## src/rtl/pcvr_pkg.sv

```systemverilog
// ----------------------------------------------------------------------------
// pcvr_pkg: shared types and constants for the per-class value rank block
// Word formats on the ports, the cell contents and the cell control bundle.
// ----------------------------------------------------------------------------
package pcvr_pkg;

  localparam int MAX_CELLS = 64;
  localparam int IDX_W     = $clog2(MAX_CELLS);
  localparam int CNT_W     = $clog2(MAX_CELLS + 1);
  localparam int RANK_W    = $clog2(MAX_CELLS + 1);

  localparam int VALUE_W   = 32;
  localparam int CLASS_W   = 32;
  localparam int OIDX_W    = 6;
  localparam int ORANK_W   = 7;

  typedef struct packed {
    logic signed [VALUE_W-1:0] cell_value;
    logic                      value_missing;
    logic signed [CLASS_W-1:0] class_id;
    logic                      class_missing;
    logic                      last_cell;
  } in_word_t;

  typedef struct packed {
    logic [OIDX_W-1:0]  cell_index;
    logic [ORANK_W-1:0] rank;
    logic               rank_missing;
    logic               last_result;
  } out_word_t;

  // contents of one stored cell
  typedef struct packed {
    logic signed [VALUE_W-1:0] value;
    logic signed [CLASS_W-1:0] cls;
    logic                      vok;
    logic                      cok;
  } item_t;

  // entry travelling around the ring during ranking
  typedef struct packed {
    item_t            item;
    logic [IDX_W-1:0] idx;
  } circ_t;

  // rank result shifted toward cell 0 during output
  typedef struct packed {
    logic [RANK_W-1:0] count;
    logic              miss;
  } res_t;

  typedef struct packed {
    logic load;
    logic rank;
    logic shift;
    logic clear;
    logic by_class;
  } cell_ctl_t;

endpackage

```

## src/rtl/pcvr_cell.sv

```systemverilog
// ----------------------------------------------------------------------------
// pcvr_cell: one cell of the ranking ring
// Holds one stored cell, compares it against the entry passing by and counts
// the entries that rank below it. Shifts its result toward cell 0 on output.
// ----------------------------------------------------------------------------
module pcvr_cell
  import pcvr_pkg::*;
(
  input  logic             clk,
  input  logic             rst,
  input  cell_ctl_t        ctl,
  input  logic [IDX_W-1:0] cell_id,
  input  logic             wr_en,
  input  item_t            wr_item,
  input  circ_t            circ_in,
  output circ_t            circ_out,
  input  res_t             res_in,
  output res_t             res_out
);

  logic signed [VALUE_W-1:0] home_value;
  logic signed [CLASS_W-1:0] home_cls;
  logic                      home_vok;
  logic                      home_cok;
  circ_t                     circ;
  res_t                      res;

  logic home_usable;
  logic circ_usable;
  logic same_class;
  logic below;
  logic hit;

  assign home_usable = home_vok && (!ctl.by_class || home_cok);
  assign circ_usable = circ.item.vok && (!ctl.by_class || circ.item.cok);
  assign same_class  = !ctl.by_class || (circ.item.cls == home_cls);
  // ties go to the lower index
  assign below       = ($signed(circ.item.value) < $signed(home_value)) ||
                       ((circ.item.value == home_value) && (circ.idx < cell_id));
  assign hit         = home_usable && circ_usable && same_class && below;

  always_ff @(posedge clk) begin
    if (rst) begin
      home_vok <= 1'b0;
      home_cok <= 1'b0;
    end else if (ctl.clear) begin
      home_vok <= 1'b0;
      home_cok <= 1'b0;
    end else if (wr_en) begin
      home_vok <= wr_item.vok;
      home_cok <= wr_item.cok;
    end
  end

  always_ff @(posedge clk) begin
    if (wr_en) begin
      home_value <= wr_item.value;
      home_cls   <= wr_item.cls;
    end
    if (ctl.load) begin
      circ.item.value <= home_value;
      circ.item.cls   <= home_cls;
      circ.item.vok   <= home_vok;
      circ.item.cok   <= home_cok;
      circ.idx        <= cell_id;
      res.count       <= RANK_W'(home_usable);
      res.miss        <= !home_usable;
    end else if (ctl.rank) begin
      circ <= circ_in;
      if (hit) begin
        res.count <= res.count + RANK_W'(1);
      end
    end else if (ctl.shift) begin
      res <= res_in;
    end
  end

  assign circ_out = circ;
  assign res_out  = res;

endmodule

```

## config.mk

```make
export PLATFORM = sky130hd
export DESIGN_NAME = pcvr_cell
export DESIGN_NICKNAME = d
export VERILOG_FILES = /design/src/rtl/pcvr_pkg.sv /design/src/rtl/pcvr_cell.sv
export SDC_FILE = /design/constraint.sdc
export NUM_CORES = 1
export LEC_CHECK = 0
export BUFFER_PORTS_ARGS = -buffer_cell sky130_fd_sc_hd__buf_2
export CORE_MARGIN = 4
export CORE_UTILIZATION = 45
export CTS_CLUSTER_SIZE = 40
export DETAILED_ROUTE_END_ITERATION = 8
export PLACE_DENSITY = 0.76
export SLEW_MARGIN = 20
export SYNTH_ARGS = -nofsm -noshare
export SYNTH_HDL_FRONTEND = slang
export SYNTH_SLANG_ARGS = --single-unit
```

## constraint.sdc

```tcl
create_clock -name clk -period 3.1 [get_ports clk]
set_input_delay 0.62 -clock clk [delete_from_list [all_inputs] [get_ports clk]]
set_output_delay 0.62 -clock clk [all_outputs]
set_load 0.03 [all_outputs]
```

Word-level counts from Yosys, hierarchy flattened:

Cells that the tools add are included.

* register bits after elaboration: 146
* input bits: 160
* output and inout bits: 80
* word-level logic and storage cells: 47

* add/sub/neg operators: 1
* magnitude comparators: 2
* equal/unequal tests: 5
* muxes and demuxes: 7
* reductions and logical operators: 20

Operators by type and width (count)
* $mux W72: 2
* $eq A32 B32 Y1: 2
* $lt A32 B32 Y1: 1
* $mux W7: 2
* $mux W8: 1
* $add A7 B1 Y7 const B: 1
* $logic_and A1 B1 Y1: 6
* $lt A6 B6 Y1: 1
* $reduce_and A2 Y1: 3
* $reduce_bool A2 Y1: 3
* $logic_or A1 B1 Y1: 4
* $ne A2 B1 Y1 const B: 2
* $ne A3 B1 Y1 const B: 1
* $reduce_bool A3 Y1: 1
* $logic_not A1 Y1: 2
* $mux W2: 1
* $reduce_or A2 Y1: 1
* $mux W1: 1

Longest topological paths before layout:

* depth in word-level cells: 9
* mapped depth: 9
* gate-level depth less buffers: 9

Worst setup path after synthesis:

OpenSTA, ideal clock, no wires.

* path type: in2reg
* from: in ctl[3] (netlist bit)
* to: reg circ (netlist bit circ_out[0]) (enable)
* library setup time: 0.742 ns
* data arrival time: 2.195 ns
* required time: 2.358 ns
* path slack: 0.163 ns
* cell stages on the path: 4
* buffers on the path: 2
* cells stage by stage: clkbuf_8 > inv_1 > clkbuf_8 > nand2_1

* longest elaborated chain between the ends: 1

RTL lines
* start: declaration: RTL line pcvr_cell.sv:11 `input cell_ctl_t ctl,`
* $reduce_bool A2 Y1 (no source line)
* end signal: assignment: RTL line pcvr_cell.sv:69 `circ <= circ_in;`
* end: declaration: RTL line pcvr_cell.sv:25 `circ_t circ;`

Every way passes these cells.
A chain may end at the register's enable or synchronous reset.

Worst setup path in the final report:

* from: reg circ (netlist bit circ_out[53])
* to: reg res (netlist bit res_out[3])

* longest elaborated chain between the ends: 6
* elaborated cells on any way between the ends: 7
* classes of those cells: order compare: 1; eq/ne: 2; reduce/logical: 4

RTL lines
* branches (longest 2 deep; another with $lt A32 B32 Y1)
* $logic_or A1 B1 Y1 *: RTL line pcvr_cell.sv:38 `assign below = ($signed(circ.item.value) < $signed(home_value)) ||`
* $logic_and A1 B1 Y1 *: RTL line pcvr_cell.sv:40 `assign hit = home_usable && circ_usable && same_class && below;`
* $ne A2 B1 Y1 (no source line) *
* $reduce_and A2 Y1 (no source line) *
* end signal: assignment: RTL line pcvr_cell.sv:74 `res <= res_in;`
* end: declaration: RTL line pcvr_cell.sv:26 `res_t res;`

Mark *: on every way between the ends.

==> impl_metrics.tcl <==
set metrics [dict create \
    outcome "complete, no violations" \
    syn2layout_area_growth_pct 29.0 \
    antenna_found_initial 0 \
    cap_violations 0 \
    drtIter0Drc 252 \
    period_needed_ns 2.92 \
    use_met3_pct 6.73 \
    drive_gt1_share_pct 50.5 \
    yosys_warnings 0 \
    slew_headroom_pct 56.0 \
    setup_ws_ns 0.177 \
    grt_max_degree 55 \
    syn_inst 467 \
    worst_ep_required_time_ns 3.38 \
    synth-seq-cells 146 \
    end_kind "register" \
    preCtsSetupSlack_ns 0.266 \
    clock_tree.buffer_depth 2 \
    setup_tns_ns 0 \
    grt.overflow.total 0 \
    grt_pass1_vias 5217 \
    hold_viol 0 \
    die_w_um 133 \
    clock-root-buffer "clkbuf_16" \
    drcViolationCount 0 \
    synth_nets 665 \
    path_clk_slew_ns 0.07 \
    clock-sinks 146 \
    ant_nets 0 \
    hpwlAfterDp_um 12700 \
    dieArea_um2 17600 \
    nNetsFinal 917 \
    core_area_um2 15200 \
    cp_data_arrival_time_ns 3.20 \
    clock_latency_ns 0.42 \
    holdWs_ns 0.372 \
    synth.distinct_cells 48 \
    worstRegToRegCells 8 \
    synthTopCellsByArea "edfxtp_1 59%, mux2_2 12%, ha_1 6.8%" \
    vias 4762 \
    fin_crit_sh_pct 94.3 \
    cts_hold_buf 0 \
    hp-class "in2reg" \
    start_util_pct 46.0 \
    maxSlewViolCount 0 \
    cp-start-kind "register" \
    met1_usage_pct 22.1 \
    htreeDepth 4 \
    synth_top_area_share_pct 59.2 \
    crit_fanout 7 \
    finClkSkew_ns 0.00683 \
    critical_path_class "reg2reg" \
    grt_use_total_pct 18.9 \
    ir_worst_vdd_uv 445 \
    cts_buffers 17 \
    row_count 45 \
    grt_pass1_wl_um 26200 \
    grt_util_met2_pct 32.5 \
    tightest_slew_ns 0.661 \
    routedWlPerCell_um 18.0 \
    final_core_util_pct 59.4 \
    avgViaCountPerCell 5.18 \
    busiest_layer "met2" \
    dpl_cell_area_um2 8440 \
    synth_area_um2 7000 \
    fp.dieH_um 133 \
    synth.avg_cell_area_um2 15.0 \
    hold_depth 1 \
    finalSetupViolations 0 \
    synthArstFlopShare_pct 0 \
    wl_um 16500 \
    synth_ff_type "edfxtp_1" \
    antenna_cells 0 \
    clock.fmax_mhz 342 \
    synth-seq-area-share_pct 61.5 \
    portBuffers 239 \
    cts_tree "done" \
    ios 240 \
    fin_area_um2 9030 \
    p_per_area_nw_per_um2 596 \
    synth_top_area_cell "edfxtp_1" \
    synth_edf_count 138 \
    power.leakage_nw 3.82 \
    dr.pass1.iters 4 \
    gp_congestion 0.816 \
]
## flip-flops by register name, indices dropped and copies added (netlist names)
register    cells
circ_out       72
home_cls       32
home_value     32
res_out         8
home_cok        1
home_vok        1
## synthesized netlist by cell type (2+ instances only)
cell,number
clkbuf_1,7
ha_1,38
nand4_1,12
xnor2_1,31
a2111oi_4,2
nor2_1,7
buf_6,2
nand3_1,7
a21oi_1,17
o211ai_1,2
a2111oi_0,5
mux2_2,73
dfxtp_1,8
nand2_1,16
edfxtp_1,138
o32ai_2,4
a21oi_2,2
mux2i_1,3
inv_1,42
o21ai_0,3
or2_2,3
nor4_1,2
clkbuf_8,2
and4_1,3
nor3_1,11
a21o_1,5
## metal layers
metal | vias to the layer above | share of wire (%)
li1 | 2291 | -
met1 | 2263 | 40
met2 | 185 | 49
met3 | 23 | 8.8
met4 | 0 | 2.2
met5 | - | 0
## logic make-up after synthesis
family | after synthesis | share of synthesized area (%)
xor+xnor | 32 | 4.00
mux | 76 | 12.2
simple gates | 68 | 5.51
flops | 146 | 61.5
buf+inv | 53 | 3.34
compound gates | 54 | 6.69
fa+ha+maj | 38 | 6.79
## final timing paths
| kind | slack [ns] | endpoint | start |
|---|---|---|---|
| worst max-delay path | 0.18 | res_out[3] | circ_out[53] |
| worst min-delay path | 0.37 | home_cls[28] | wr_item[30] |
| worst max register to register | 0.18 | res_out[3] | circ_out[53] |
| worst min register to register | 0.51 | res_out[7] | res_out[7] |
## final cells by class
class	count	area (um^2)
Fill cell	1179	6170
Multi-Input combinational cell	268	2480
Tap cell	188	235
Clock inverter	15	150
Sequential cell	146	4300
Inverter	42	158
Timing Repair Buffer	244	1270
Clock buffer	17	425
## placed cells by master, fill, tap and decap left out, types with 12 or more instances in the layout
cell type and n:
buf_2 238, edfxtp_1 138, clkbuf_16 17, ha_1 38
inv_1 42, nand2_1 15, xnor2_1 31, a21oi_1 17
nand4_1 12, mux2_2 73
## worst max-delay path, stage by stage, from the launching register on
cell	delay, ns
edfxtp_1	0.39
ha_1	0.34
a21o_1	0.20
a21o_1	0.17
a221o_2	0.37
o31ai_2	0.42
a2111oi_4	0.17
a2111oi_0	0.58
o32ai_2	0.14
## through the flow
| step | cells | total power, W |
|---|---|---|
| detailed placement | 888 | 0.00344 |
| global placement | 888 | 0.00341 |
| CTS | 920 | 0.00543 |
| floorplan | 467 | 0.00309 |
| global route | 920 | 0.00562 |
| finish | 920 | 0.00538 |
## timing repair
| item | in CTS | in global routing |
|---|---|---|
| buffers inserted | 0 | 0 |
| gates resized for setup | 0 | 1 |
| setup endpoints to repair | 0 | 6 |
## report_power, final
part	leakage, nW	switching [W]	internal (W)	total (W)
Clock	0.275	0.000861	0.00113	0.00199
Sequential	1.45	0.000106	0.00237	0.00247
Combinational	2.10	0.000540	0.000381	0.000921
Total	3.82	0.00151	0.00388	0.00538
Note: power is estimated with default switching activity, not from simulation.
